===== config.mk =====
export PLATFORM = sky130hd
export DESIGN_NAME = bitmap_page_allocator_top_flat
export DESIGN_NICKNAME = d
export VERILOG_FILES = /design/src/hdl/bpa_pkg.sv /design/src/hdl/bpa_if.sv /design/src/hdl/bitmap_page_allocator_top.sv /design/src/hdl/bpa_map_ram.sv /design/src/hdl/bpa_low_bit.sv /design/src/hdl/bpa_fill_mask.sv /design/src/flat_wrapper.sv
export SDC_FILE = /design/constraint.sdc
export NUM_CORES = 2
export LEC_CHECK = 0
export BUFFER_PORTS_ARGS = -buffer_cell sky130_fd_sc_hd__buf_2
export CORE_UTILIZATION = 35
export CTS_BUF_LIST = sky130_fd_sc_hd__clkbuf_2
export DETAILED_ROUTE_END_ITERATION = 16
export PLACE_DENSITY = 0.55
export SLEW_MARGIN = 0
export SYNTH_ARGS = -nofsm -noshare
export SYNTH_HDL_FRONTEND = slang
export SYNTH_SLANG_ARGS = --single-unit

===== constraint.sdc =====
create_clock -name clk -period 7.7 [get_ports clk]
set_input_delay 0.77 -clock clk [delete_from_list [all_inputs] [get_ports clk]]
set_output_delay 0.77 -clock clk [all_outputs]
set_load 0.03 [all_outputs]

===== src/hdl/bpa_pkg.sv =====
// Shared types and constants of the bitmap page allocator.
// Widths of the request, response and configuration fields, request and status codes.
// No dependencies; compile first.
package bpa_pkg;

  // Map geometry
  localparam int MAP_WORDS_DEF = 32;
  localparam int WORD_W        = 32;
  localparam int BIT_W         = 5;

  // Field widths
  localparam int OP_W      = 2;
  localparam int PAGE_W    = 10;
  localparam int STATUS_W  = 2;
  localparam int CNT_W     = 11;
  localparam int CFG_W     = 11;
  localparam int CFG_IDX_W = 1;

  // Register indexes
  localparam logic [CFG_IDX_W-1:0] REG_FIRST_FREE = 1'd0;
  localparam logic [CFG_IDX_W-1:0] REG_PAGE_COUNT = 1'd1;

  // Register reset values
  localparam logic [CFG_W-1:0] FIRST_FREE_RST = 11'd1;
  localparam logic [CFG_W-1:0] PAGE_COUNT_RST = 11'd1024;

  // Request kinds
  typedef enum logic [OP_W-1:0] {
    OP_ALLOC   = 2'd0,
    OP_FREE    = 2'd1,
    OP_REBUILD = 2'd2
  } op_t;

  // Response status
  typedef enum logic [STATUS_W-1:0] {
    ST_OK      = 2'd0,
    ST_NO_FREE = 2'd1,
    ST_RANGE   = 2'd2
  } status_t;

endpackage


===== src/hdl/bpa_if.sv =====
// Valid/ready channel interfaces of the bitmap page allocator: request and response.
// Depends on bpa_pkg for field widths.
interface bpa_req_if;
  import bpa_pkg::*;

  logic              valid;
  logic              ready;
  logic [OP_W-1:0]   op;
  logic [PAGE_W-1:0] page;

  modport source (output valid, output op, output page, input ready);
  modport sink   (input valid, input op, input page, output ready);
endinterface

interface bpa_rsp_if;
  import bpa_pkg::*;

  logic                valid;
  logic                ready;
  logic [PAGE_W-1:0]   granted_page;
  logic [STATUS_W-1:0] status;
  logic [CNT_W-1:0]    free_pages;

  modport source (output valid, output granted_page, output status, output free_pages,
                  input ready);
  modport sink   (input valid, input granted_page, input status, input free_pages,
                  output ready);
endinterface


===== src/hdl/bitmap_page_allocator_top.sv =====
// Top level of the bitmap page allocator: request sequencer around the bitmap memory.
// Depends on bpa_pkg, bpa_if, bpa_map_ram, bpa_low_bit and bpa_fill_mask.
//
//   channel | dir | handshake     | payload
//   req     | in  | valid/ready   | op, page
//   rsp     | out | valid/ready   | granted_page, status, free_pages
//   cfg     | in  | cfg_wr only   | cfg_idx, cfg_wdata
//
// Free: read the word, set the page's bit, push the result. Allocate: scan words from the
// rotating pointer, skipping the empty ones (0 to MAP_WORDS-1 of them), through the single
// memory read port read once per word. Allocate with no free page and the unused code go
// straight to the push. Rebuild: one memory write per word, then the push.
// After reset a clearing pass writes every word, with req.ready low.
// A result waits in the output register; the next request is taken meanwhile and
// holds at its end until the output register frees.
module bitmap_page_allocator_top #(
  parameter int MAP_WORDS = bpa_pkg::MAP_WORDS_DEF
) (
  input  logic                          clk,
  input  logic                          rst,
  bpa_req_if.sink                       req,
  bpa_rsp_if.source                     rsp,
  input  logic                          cfg_wr,
  input  logic [bpa_pkg::CFG_IDX_W-1:0] cfg_idx,
  input  logic [bpa_pkg::CFG_W-1:0]     cfg_wdata
);
  import bpa_pkg::*;

  localparam int WW        = (MAP_WORDS > 1) ? $clog2(MAP_WORDS) : 1;
  localparam int PW        = WW + BIT_W;
  localparam int MAP_PAGES = MAP_WORDS * WORD_W;
  localparam int AW        = (PW + 1 > CFG_W) ? PW + 1 : CFG_W;

  localparam logic [WW-1:0] LAST_WORD = WW'(MAP_WORDS - 1);
  localparam logic [AW-1:0] PAGES_A   = AW'(MAP_PAGES);

  typedef enum logic [2:0] {
    S_CLEAR,
    S_IDLE,
    S_SCAN,
    S_FREE,
    S_FILL,
    S_PUSH
  } state_t;

  state_t            state;
  logic [CFG_W-1:0]  first_free;
  logic [CFG_W-1:0]  page_count;
  logic [CNT_W-1:0]  free_total;
  logic [WW-1:0]     scan_word;
  logic [WW-1:0]     scan_ptr;
  logic [WW-1:0]     scan_cnt;
  logic [WW-1:0]     fill_idx;
  logic [PAGE_W-1:0] req_page;
  logic [PAGE_W-1:0] res_page;
  status_t           res_status;
  logic              out_valid;
  logic [PAGE_W-1:0] out_page;
  status_t           out_status;
  logic [CNT_W-1:0]  out_free;

  logic              take;
  logic              out_free_slot;
  logic [WW-1:0]     ptr_next;
  logic [AW-1:0]     limit;
  logic [AW-1:0]     first_a;
  logic [CNT_W-1:0]  rebuild_total;
  logic [WORD_W-1:0] fill_word;
  logic [BIT_W-1:0]  low_idx;
  logic [WORD_W-1:0] free_mask;
  logic              free_oob;

  logic              wr_en;
  logic [WW-1:0]     wr_addr;
  logic [WORD_W-1:0] wr_data;
  logic [WW-1:0]     rd_addr;
  logic [WORD_W-1:0] rd_data;

  // Handshake
  assign req.ready        = (state == S_IDLE);
  assign take             = req.valid && req.ready;
  assign out_free_slot    = !out_valid || rsp.ready;
  assign rsp.valid        = out_valid;
  assign rsp.granted_page = out_page;
  assign rsp.status       = out_status;
  assign rsp.free_pages   = out_free;

  // Page limit and rebuild count
  assign first_a       = AW'(first_free);
  assign limit         = (AW'(page_count) < PAGES_A) ? AW'(page_count) : PAGES_A;
  assign rebuild_total = (limit > first_a) ? CNT_W'(limit - first_a) : '0;

  // Free request decode
  assign free_mask = WORD_W'(1) << req_page[BIT_W-1:0];
  assign free_oob  = AW'(req_page) >= limit;

  // Wrap the scan pointer
  assign ptr_next = (scan_ptr == LAST_WORD) ? '0 : scan_ptr + WW'(1);

  bpa_low_bit u_low_bit (
    .word (rd_data),
    .idx  (low_idx)
  );

  bpa_fill_mask #(
    .AW (AW)
  ) u_fill_mask (
    .base  (AW'({fill_idx, {BIT_W{1'b0}}})),
    .first (first_a),
    .limit (limit),
    .mask  (fill_word)
  );

  bpa_map_ram #(
    .DEPTH  (MAP_WORDS),
    .ADDR_W (WW)
  ) u_map_ram (
    .clk     (clk),
    .wr_en   (wr_en),
    .wr_addr (wr_addr),
    .wr_data (wr_data),
    .rd_addr (rd_addr),
    .rd_data (rd_data)
  );

  // Select the memory read address
  always_comb begin
    unique case (state)
      S_IDLE: begin
        if (op_t'(req.op) == OP_FREE) begin
          rd_addr = WW'(req.page >> BIT_W);
        end else begin
          rd_addr = scan_word;
        end
      end
      S_SCAN:  rd_addr = ptr_next;
      default: rd_addr = scan_word;
    endcase
  end

  // Select the memory write
  always_comb begin
    wr_en   = 1'b0;
    wr_addr = fill_idx;
    wr_data = fill_word;
    unique case (state)
      S_CLEAR: begin
        wr_en   = 1'b1;
        wr_data = '0;
      end
      S_FILL: begin
        wr_en = 1'b1;
      end
      S_SCAN: begin
        wr_en   = (rd_data != '0);
        wr_addr = scan_ptr;
        wr_data = rd_data & ~(WORD_W'(1) << low_idx);
      end
      S_FREE: begin
        wr_en   = !free_oob && ((rd_data & free_mask) == '0);
        wr_addr = WW'(req_page >> BIT_W);
        wr_data = rd_data | free_mask;
      end
      default: begin
        wr_en = 1'b0;
      end
    endcase
  end

  // Sequencer, counters and output register
  always_ff @(posedge clk) begin
    if (rst) begin
      state      <= S_CLEAR;
      first_free <= FIRST_FREE_RST;
      page_count <= PAGE_COUNT_RST;
      free_total <= '0;
      scan_word  <= '0;
      fill_idx   <= '0;
      out_valid  <= 1'b0;
    end else begin
      // Configuration writes
      if (cfg_wr) begin
        unique case (cfg_idx)
          REG_FIRST_FREE: first_free <= cfg_wdata;
          REG_PAGE_COUNT: page_count <= cfg_wdata;
          default: ;
        endcase
      end

      // Drop a transferred result unless a new one takes its place
      if (out_valid && rsp.ready && (state != S_PUSH)) begin
        out_valid <= 1'b0;
      end

      unique case (state)
        S_CLEAR: begin
          fill_idx <= fill_idx + WW'(1);
          if (fill_idx == LAST_WORD) begin
            state <= S_IDLE;
          end
        end

        S_IDLE: begin
          if (take) begin
            req_page   <= req.page;
            res_page   <= '0;
            res_status <= ((op_t'(req.op) == OP_ALLOC) && (free_total == '0)) ?
                          ST_NO_FREE : ST_OK;
            unique case (op_t'(req.op))
              OP_ALLOC: begin
                if (free_total == '0) begin
                  state <= S_PUSH;
                end else begin
                  scan_ptr <= scan_word;
                  scan_cnt <= '0;
                  state    <= S_SCAN;
                end
              end
              OP_FREE: state <= S_FREE;
              OP_REBUILD: begin
                free_total <= rebuild_total;
                scan_word  <= '0;
                fill_idx   <= '0;
                state      <= S_FILL;
              end
              default: state <= S_PUSH;
            endcase
          end
        end

        S_SCAN: begin
          if (rd_data != '0) begin
            free_total <= free_total - CNT_W'(1);
            scan_word  <= scan_ptr;
            res_page   <= PAGE_W'({scan_ptr, low_idx});
            state      <= S_PUSH;
          end else if (scan_cnt == LAST_WORD) begin
            res_status <= ST_NO_FREE;
            state      <= S_PUSH;
          end else begin
            scan_ptr <= ptr_next;
            scan_cnt <= scan_cnt + WW'(1);
          end
        end

        S_FREE: begin
          if (free_oob) begin
            res_status <= ST_RANGE;
          end else if ((rd_data & free_mask) == '0) begin
            free_total <= free_total + CNT_W'(1);
          end
          state <= S_PUSH;
        end

        S_FILL: begin
          fill_idx <= fill_idx + WW'(1);
          if (fill_idx == LAST_WORD) begin
            state <= S_PUSH;
          end
        end

        S_PUSH: begin
          if (out_free_slot) begin
            out_valid  <= 1'b1;
            out_page   <= res_page;
            out_status <= res_status;
            out_free   <= free_total;
            state      <= S_IDLE;
          end
        end

        default: state <= S_IDLE;
      endcase
    end
  end

endmodule


===== src/hdl/bpa_map_ram.sv =====
// Free-page bitmap storage: one write port, one read port, registered read data.
// Depends on bpa_pkg for the word width.
module bpa_map_ram #(
  parameter int DEPTH  = bpa_pkg::MAP_WORDS_DEF,
  parameter int ADDR_W = 5
) (
  input  logic                      clk,
  input  logic                      wr_en,
  input  logic [ADDR_W-1:0]         wr_addr,
  input  logic [bpa_pkg::WORD_W-1:0] wr_data,
  input  logic [ADDR_W-1:0]         rd_addr,
  output logic [bpa_pkg::WORD_W-1:0] rd_data
);
  import bpa_pkg::*;

  logic [WORD_W-1:0] mem [DEPTH];

  // Write port
  always_ff @(posedge clk) begin
    if (wr_en) begin
      mem[wr_addr] <= wr_data;
    end
  end

  // Read port, registered read data
  always_ff @(posedge clk) begin
    rd_data <= mem[rd_addr];
  end

endmodule


===== src/hdl/bpa_low_bit.sv =====
// Lowest set bit of one bitmap word, found by halving in five steps.
// Depends on bpa_pkg for word and bit index widths.
module bpa_low_bit (
  input  logic [bpa_pkg::WORD_W-1:0] word,
  output logic [bpa_pkg::BIT_W-1:0]  idx
);
  import bpa_pkg::*;

  // Test the low half, step past it when empty
  always_comb begin
    logic [WORD_W-1:0] v;
    v   = word;
    idx = '0;
    for (int lvl = BIT_W - 1; lvl >= 0; lvl--) begin
      if ((v & ((WORD_W'(1) << (1 << lvl)) - WORD_W'(1))) == '0) begin
        idx[lvl] = 1'b1;
        v        = v >> (1 << lvl);
      end
    end
  end

endmodule


===== src/hdl/bpa_fill_mask.sv =====
// Rebuild mask of one bitmap word: bits whose page lies in [first, limit).
// Depends on bpa_pkg for the word width.
module bpa_fill_mask #(
  parameter int AW = 11
) (
  input  logic [AW-1:0]              base,
  input  logic [AW-1:0]              first,
  input  logic [AW-1:0]              limit,
  output logic [bpa_pkg::WORD_W-1:0] mask
);
  import bpa_pkg::*;

  // Offset of a bound inside the word, clipped to 0..32
  function automatic logic [BIT_W:0] clip(input logic [AW-1:0] bound,
                                          input logic [AW-1:0] start);
    logic [AW-1:0] d;
    d = bound - start;
    if (bound <= start) begin
      return '0;
    end else if (d >= AW'(WORD_W)) begin
      return (BIT_W + 1)'(WORD_W);
    end else begin
      return d[BIT_W:0];
    end
  endfunction

  // Ones below the given offset
  function automatic logic [WORD_W-1:0] low_ones(input logic [BIT_W:0] n);
    if (n[BIT_W]) begin
      return '1;
    end else begin
      return (WORD_W'(1) << n[BIT_W-1:0]) - WORD_W'(1);
    end
  endfunction

  logic [BIT_W:0] lo;
  logic [BIT_W:0] hi;

  assign lo   = clip(first, base);
  assign hi   = clip(limit, base);
  assign mask = low_ones(hi) & ~low_ones(lo);

endmodule

===== src/flat_wrapper.sv =====
// flat-port wrapper written by rule: the top's interface ports become plain ports
module bitmap_page_allocator_top_flat import bpa_pkg::*;
#(
  parameter int MAP_WORDS = bpa_pkg::MAP_WORDS_DEF
)
  (clk, rst, cfg_wr, cfg_idx, cfg_wdata, req_valid, req_op, req_page, req_ready, rsp_valid, rsp_granted_page, rsp_status, rsp_free_pages, rsp_ready);
  bpa_req_if req_i ();
  bpa_rsp_if rsp_i ();
  input  logic clk;
  input  logic rst;
  input  logic cfg_wr;
  input  logic [bpa_pkg::CFG_IDX_W-1:0] cfg_idx;
  input  logic [bpa_pkg::CFG_W-1:0] cfg_wdata;
  input wire logic [$bits(req_i.valid)-1:0] req_valid;
  input wire logic [$bits(req_i.op)-1:0] req_op;
  input wire logic [$bits(req_i.page)-1:0] req_page;
  output wire logic [$bits(req_i.ready)-1:0] req_ready;
  output wire logic [$bits(rsp_i.valid)-1:0] rsp_valid;
  output wire logic [$bits(rsp_i.granted_page)-1:0] rsp_granted_page;
  output wire logic [$bits(rsp_i.status)-1:0] rsp_status;
  output wire logic [$bits(rsp_i.free_pages)-1:0] rsp_free_pages;
  input wire logic [$bits(rsp_i.ready)-1:0] rsp_ready;
  assign req_i.valid = req_valid;
  assign req_i.op = req_op;
  assign req_i.page = req_page;
  assign req_ready = req_i.ready;
  assign rsp_valid = rsp_i.valid;
  assign rsp_granted_page = rsp_i.granted_page;
  assign rsp_status = rsp_i.status;
  assign rsp_free_pages = rsp_i.free_pages;
  assign rsp_i.ready = rsp_ready;
  bitmap_page_allocator_top #(.MAP_WORDS(MAP_WORDS)) u_core (.clk(clk), .rst(rst), .req(req_i), .rsp(rsp_i), .cfg_wr(cfg_wr), .cfg_idx(cfg_idx), .cfg_wdata(cfg_wdata));
endmodule

After elaboration in Yosys (flattened, before gate mapping)
Memory sizes are Yosys's and may differ from the RTL's. A register that Yosys moved wholly into a read port is not among the register bits.
Index checks and enable logic that the tools add are counted.
{"block": "op_classes", "eq_ne": 26, "order_cmp": 7, "shifts": 4, "reduce_logical": 33, "add_sub_neg": 10, "mux": 69, "bitwise": 8}
{"cell": "$logic_not A32 Y1", "count": 6}
{"cell": "$shl A1 B5 Y32 const A", "count": 4}
{"cell": "$and A32 B32 Y32", "count": 3}
{"cell": "$pmux W32 S3", "count": 1}
{"cell": "$mux W11", "count": 7}
{"cell": "$mux W5", "count": 15}
{"cell": "$mux W32", "count": 2}
{"cell": "$not A32 Y32", "count": 2}
{"cell": "$sub A32 B2 Y32 const B", "count": 2}
{"cell": "$pmux W5 S2", "count": 6}
{"cell": "$pmux W11 S3", "count": 1}
{"cell": "$or A32 B32 Y32", "count": 1}
{"cell": "$reduce_bool A32 Y1", "count": 1}
{"cell": "$mux W3", "count": 8}
{"cell": "$mux W6", "count": 4}
{"cell": "$ge A11 B6 Y1 const B", "count": 2}
{"cell": "$le A11 B10 Y1", "count": 2}
{"cell": "$sub A11 B10 Y11", "count": 2}
{"cell": "$mux W10", "count": 2}
{"cell": "$pmux W10 S2", "count": 1}
{"cell": "$pmux W3 S6", "count": 1}
{"cell": "$add A5 B1 Y5 const B", "count": 3}
{"cell": "$eq A5 B5 Y1 const B", "count": 3}
{"cell": "$mux W15", "count": 1}
{"cell": "other kinds (37)", "count": 77}
{"block": "word_totals", "reg_bits": 102, "n_memories": 1, "mem_bits_rw": 1024}
{"memory": "u_core.u_map_ram.mem", "words": 32, "width": 32, "read_ports": 1, "rd_ports_with_merged_regs": 1, "wr": 1, "line_no": "bpa_map_ram.sv:16", "text": "logic [WORD_W-1:0] mem [DEPTH];"}

Logic depth before layout (Yosys ltp)
{"block": "logic_depth", "depth_word": 14, "ltp_mapped": 20, "depth_no_buf": 16}

Cells and area by module
Synthesis repeated with hierarchy kept, for this count alone.
{"block": "unflattened", "cells_unflattened": 3647, "hier_area_um2": 51182.8}
{"mod": "bpa_map_ram", "instances": 1, "area_per_inst_um2": 40492.6, "cells_each": 2260}
{"mod": "bitmap_page_allocator_top", "instances": 1, "area_per_inst_um2": 6944.2, "cells_each": 808}
{"mod": "bpa_fill_mask", "instances": 1, "area_per_inst_um2": 3405.8, "cells_each": 528}
{"mod": "bpa_low_bit", "instances": 1, "area_per_inst_um2": 340.3, "cells_each": 51}

Worst setup path before layout
No wires, ideal clock.
{"block": "synth_timing", "kind": "register to register", "from": "register u_core.page_count[10]", "to": "memory u_core.u_map_ram.mem[0][14] (data pin)", "path_stages_with_launch": 18, "arrival_ns": 5.618, "setup_ns": 0.564, "period_less_slack_ns": 6.182, "path_slack_ns": 1.518, "cell_sequence": "dfxtp_1 buf_4 clkinv_1 nand2_1 ha_1 and4bb_2 a2111oi_4 nor4_2 or3_1 buf_6 or4_4 nand2_1 ha_1 clkbuf_1 o31a_1 a22o_1 a21oi_1 o41ai_1"}
{"block": "synth_via", "elab_chain_cells": 11, "elab_cells_between_ends": 12}
{"item": "start: declaration", "line_no": "bitmap_page_allocator_top.sv:48", "text": "logic [CFG_W-1:0] page_count;"}
{"item": "start signal: assignment", "line_no": "bitmap_page_allocator_top.sv:185", "text": "REG_PAGE_COUNT: page_count <= cfg_wdata;"}
{"item": "$lt A11 B11 Y1", "line_no": "bitmap_page_allocator_top.sv:90", "text": "assign limit = (AW'(page_count) < PAGES_A) ? AW'(page_count) : PAGES_A;"}
{"item": "$mux W11 (*)", "line_no": "bitmap_page_allocator_top.sv:90"}
{"item": "$sub A11 B10 Y11", "line_no": "bpa_fill_mask.sv:17", "text": "d = bound - start;"}
{"item": "$ge A11 B6 Y1", "line_no": "bpa_fill_mask.sv:20", "text": "end else if (d >= AW'(WORD_W)) begin"}
{"item": "$mux W6", "line_no": "bpa_fill_mask.sv:20"}
{"item": "$mux W6 (*)", "line_no": "bpa_fill_mask.sv:18", "text": "if (bound <= start) begin"}
{"item": "$shl A1 B5 Y32", "line_no": "bpa_fill_mask.sv:32", "text": "return (WORD_W'(1) << n[BIT_W-1:0]) - WORD_W'(1);"}
{"item": "$sub A32 B2 Y32", "line_no": "bpa_fill_mask.sv:32"}
{"item": "$mux W32 (*)", "line_no": "bpa_fill_mask.sv:29", "text": "if (n[BIT_W]) begin"}
{"item": "$and A32 B32 Y32 (*)", "line_no": "bpa_fill_mask.sv:41", "text": "assign mask = low_ones(hi) & ~low_ones(lo);"}
{"item": "$pmux W32 S3 (*)", "line_no": "bitmap_page_allocator_top.sv:146", "text": "unique case (state)"}
{"item": "via u_core.u_map_ram.wr_data (one bit)", "line_no": "bpa_map_ram.sv:10", "text": "input logic [bpa_pkg::WORD_W-1:0] wr_data,"}
{"item": "end: declaration", "line_no": "bpa_map_ram.sv:16"}
The timed path passes the listed nets; every way through them passes the cells marked *.

Worst setup path after layout
{"block": "layout_timing", "from": "register u_core.fill_idx[2]", "to": "memory u_core.u_map_ram.mem[20][18] (data pin)"}
{"block": "layout_via", "elab_chain_cells": 10, "elab_cells_between_ends": 19}
{"item": "start: declaration", "line_no": "bitmap_page_allocator_top.sv:53", "text": "logic [WW-1:0] fill_idx;"}
{"item": "start signal: assignment", "line_no": "bitmap_page_allocator_top.sv:197", "text": "fill_idx <= fill_idx + WW'(1);"}
{"item": "start signal: assignment", "line_no": "bitmap_page_allocator_top.sv:256", "text": "fill_idx <= fill_idx + WW'(1);"}
{"item": "$sub A11 B10 Y11", "line_no": "bpa_fill_mask.sv:17"}
{"item": "$ge A11 B6 Y1", "line_no": "bpa_fill_mask.sv:20"}
{"item": "$mux W6", "line_no": "bpa_fill_mask.sv:20"}
{"item": "$mux W6", "line_no": "bpa_fill_mask.sv:18"}
{"item": "$shl A1 B5 Y32", "line_no": "bpa_fill_mask.sv:32"}
{"item": "$sub A32 B2 Y32", "line_no": "bpa_fill_mask.sv:32"}
{"item": "$mux W32", "line_no": "bpa_fill_mask.sv:29"}
{"item": "$not A32 Y32", "line_no": "bpa_fill_mask.sv:41"}
{"item": "$and A32 B32 Y32 (*)", "line_no": "bpa_fill_mask.sv:41"}
{"item": "$pmux W32 S3 (*)", "line_no": "bitmap_page_allocator_top.sv:146"}
{"item": "via u_core.u_map_ram.wr_data (one bit)", "line_no": "bpa_map_ram.sv:10"}
Marks and branches as above.

==> run summary <==
Slew Limit Headroom = 9.59%
DRT Wirelength = 161,000 µm
Most used DFF post-synth = edfxtp_1
DR WL/cell = 23.4 µm
Net Count, Synth = 4,586
status = complete, but fails checks
GP Congestion = 0.953
Setup Skew = 212 ps
Yosys top cell area share = 63.8%
Final HPWL DP = 95,800 µm
Pwr per Cell Area = 205 nW/µm²
Util after Layout = 39.8%
Slew Viols, Final = 0
Async SR Flop Fraction = 0%
worst slew pin tran = 1360 ps
Hold Vio Cnt, Final = 0
clk sink count = 1,158
Remaining DRCs = 6
initial DRC count = 4,135
Crit Path Class = flip-flop to flip-flop
slowest CP cell = o32ai_4
critical path data required time = 8940 ps
post-synthesis sequential area ratio = 66.9%
Antenna Nets Post-Route = 0
Net count, final = 4,855
Die ar. = 147,000 µm²
failing checks = DRC
hold worst-path end = u_core.fill_idx[1]$_SDFFE_PP0P_
first-pass GRT wire length = 240,000 µm
Reg clk slew, reported paths = 100 ps
TritonCTS clock tree = built
Fillers = 14,000
area of the multi-input gates = 16,100 µm²
area occupied by registers = 34,000 µm²
FF-to-FF path depth = 15
clock power share = 36.1%
io pins = 54
crit share post-route = 80.7%
switching pwr = 0.00298 W
area grow syn2layout = 12.8%
Max Fclk = 161 MHz
Inserted Clock Buffers = 317
Post-synth top cells = 1,295 x nand2_1, 1,079 x edfxtp_1, 666 x nand3_1
setup slack after layout = 1480 ps
# setup viols final = 0
Post-Syn Area = 50,800 µm²
global route total overflow = 0
synthesized flop and latch total = 1,158
insertion delay to the later sink of the worst-skew pair = 1710 ps
WHS = 271 ps
post-CTS resize count = 0
initial antenna violation count = 2
origin of the critical flop-to-flop path = u_core.fill_idx[2]$_SDFFE_PP0P_
initial core utilization = 35.3%
Comb power frac = 4.6%
Cell variety after synth = 95
post-synthesis average cell area = 11.3 µm²
unrepaired setup endpoints after global routing = false
max_cap viols = 0
vias in the first global route = 36,200
Worst setup SP type = flip-flop
CP Cell Sequence = clkinv_1 > ha_1 > nand2b_1 > a21oi_1 > mux2i_1 > or3_1 > nor2_1 > nand4_1 > ha_1 > o31ai_1 > o2bb2ai_1 > o211a_1 > mux2i_1 > o311ai_1 > o32ai_4
die width = 383 µm
post-layout min period = 6220 ps
number of synthesized flops with an enable pin = 1,079
drt pass-1 iters = 12
Yosys warnings = 0
Setup Fix Bufs, Post-CTS = 0
P_int = 0.00875 W
register share of total power = 59.3%
root buffer cell = clkbuf_2
maximum VDD drop = 0.131 mV
post-synthesis cell count = 4,511
Crit path max-delay family = compound AO/OA/AOI/OAI gates
H-tree level count = 5
R2R setup slack = 1480 ps
Vert. Die Dim = 383 µm
cell taking the most area after synthesis = edfxtp_1
Buffers on Ports = 53
core area = 144,000 µm²
hold path startpoint = rst
ranking of synthesized cells by area = edfxtp_1 64%, nand2_1 9.6%, nand3_1 6.6%
switching share of power = 25.4%
pre-CTS setup slack = 1680 ps
share of layout cells above drive strength 1 = 15.5%
Longest Clk Path Bufs = 4
max incr delay on CP = 770 ps
gr usage total = 21.8%
Worst Path Max Fanout = 32
reg2reg end = u_core.u_map_ram.mem[20][18]$_DFFE_PP_
Pleak = 20.0 nW
Hold/Removal Path Class = primary input to flip-flop
depth of the worst hold-timing path = 4
CP Data Arrival Time = 7450 ps
Cell Rows = 139
crit path buf inv count = 1
most common cell in the netlist = nand2_1
vias per cell = 5.46
Crit. End Element = flip-flop
largest net degree at the start of global routing = 157
total number of vias = 37,600
setup tns final = 0 ps
[how the worst max path moves through the flow]
stage,startpoint,depth (start not counted),to
3_3_place_gp,u_core.fill_idx[2]$_SDFFE_PP0P_,15,u_core.u_map_ram.mem[10][18]$_DFFE_PP_
4_1_cts,u_core.fill_idx[2]$_SDFFE_PP0P_,15,u_core.u_map_ram.mem[25][18]$_DFFE_PP_
3_5_place_dp,u_core.fill_idx[2]$_SDFFE_PP0P_,15,u_core.u_map_ram.mem[20][18]$_DFFE_PP_
2_1_floorplan,u_core.page_count[10]$_SDFFE_PP1P_,17,u_core.u_map_ram.mem[0][14]$_DFFE_PP_
5_1_grt,u_core.fill_idx[2]$_SDFFE_PP0P_,15,u_core.u_map_ram.mem[6][18]$_DFFE_PP_
6_report,u_core.fill_idx[2]$_SDFFE_PP0P_,15,u_core.u_map_ram.mem[20][18]$_DFFE_PP_
[placed cells by master (no fill, tap or decap), types with 43 or more instances in the layout]
| cell type | n |
|---|---|
| o211ai_1 | 140 |
| ha_1 | 43 |
| dlygate4sd3_1 | 74 |
| edfxtp_1 | 1079 |
| clkbuf_2 | 488 |
| a21oi_1 | 120 |
| nand3_1 | 666 |
| buf_2 | 53 |
| nor2_1 | 142 |
| o21ai_0 | 59 |
| nand2_1 | 1293 |
| dfxtp_1 | 79 |
| buf_4 | 99 |
| nor3_1 | 50 |
[cells by family (layout without fill, tap and decap cells)]
family	count (synthesis)	in the layout	synth area share, %
fa+ha+maj	48	48	1.22
compound gates	543	543	7.49
buf+inv	328	796	2.61
simple gates	2371	2371	20.6
flops	1158	1158	66.9
other cells	0	8	0
mux	22	22	0.439
xor+xnor	41	41	0.734
[worst register-to-register path: cells and delay by family, from the launching register on]
| kind | cells | cell delay [ps] |
|---|---|---|
| compound gates | 6 | 2260 |
| simple gates | 4 | 1110 |
| fa+ha+maj | 2 | 870 |
| mux | 2 | 720 |
| flops | 1 | 490 |
| buf+inv | 1 | 370 |
[per-layer routing]
metal | wire length [µm] | part of all wire (%) | track usage [%] | vias to the layer above
met1 | 70600 | 44 | 30.3 | 18500
met2 | 74900 | 46 | 34.1 | 1566
met3 | 10900 | 6.8 | 3.70 | 337
met4 | 5020 | 3.1 | 7.75 | 0
li1 | - | - | - | 17100
met5 | 0 | 0 | 0 | -
[cell type report]
type | instances | area share [%]
multi-input combinational | 3025 | 28.2
inverter | 40 | 0.262
timing repair buffer | 238 | 3.47
clock buffer | 488 | 4.27
sequential | 1158 | 59.4
antenna | 8 | 0.0350
tap | 1903 | 4.16
clock inverter | 30 | 0.295
[state kept, by name (all words and copies together) (netlist names)]
name and flops:
u_core.u_map_ram.mem 1024, u_core.u_map_ram.rd_data 32, u_core.first_a 11, u_core.free_total 11
u_core.page_count 11, u_core.rsp.free_pages 11, u_core.req_page 10, u_core.res_page 10
u_core.rsp.granted_page 10, u_core.fill_idx 5, u_core.scan_cnt 5, u_core.scan_ptr 5
u_core.scan_word 5, u_core.state 3, u_core.res_status 2, u_core.rsp.status 2
u_core.rsp.valid 1
[power groups by stage]
stage	combinational (W)	clock [W]	sequential (W)
after floorplan	0.000324	0	0.00704
after global placement	0.000508	0	0.00709
after detailed placement	0.000506	0	0.00709
after CTS	0.000536	0.00435	0.00695
after global routing	0.000582	0.00464	0.00696
final	0.000542	0.00424	0.00695
[repair_timing]
item,in CTS,in global routing
endpoints found under the hold margin,114,0
hold buffers,74,0
endpoints found under the setup margin,0,0
[through the flow]
step | power, W | cells | area [µm²]
2_1_floorplan | 0.00736 | 4511 | 50800
3_3_place_gp | 0.00760 | 6290 | 53900
3_5_place_dp | 0.00760 | 6290 | 53900
4_1_cts | 0.0118 | 6882 | 57200
5_1_grt | 0.0122 | 6889 | 57200
6_report | 0.0117 | 6890 | 57300
(Power assumes the default switching activity.)
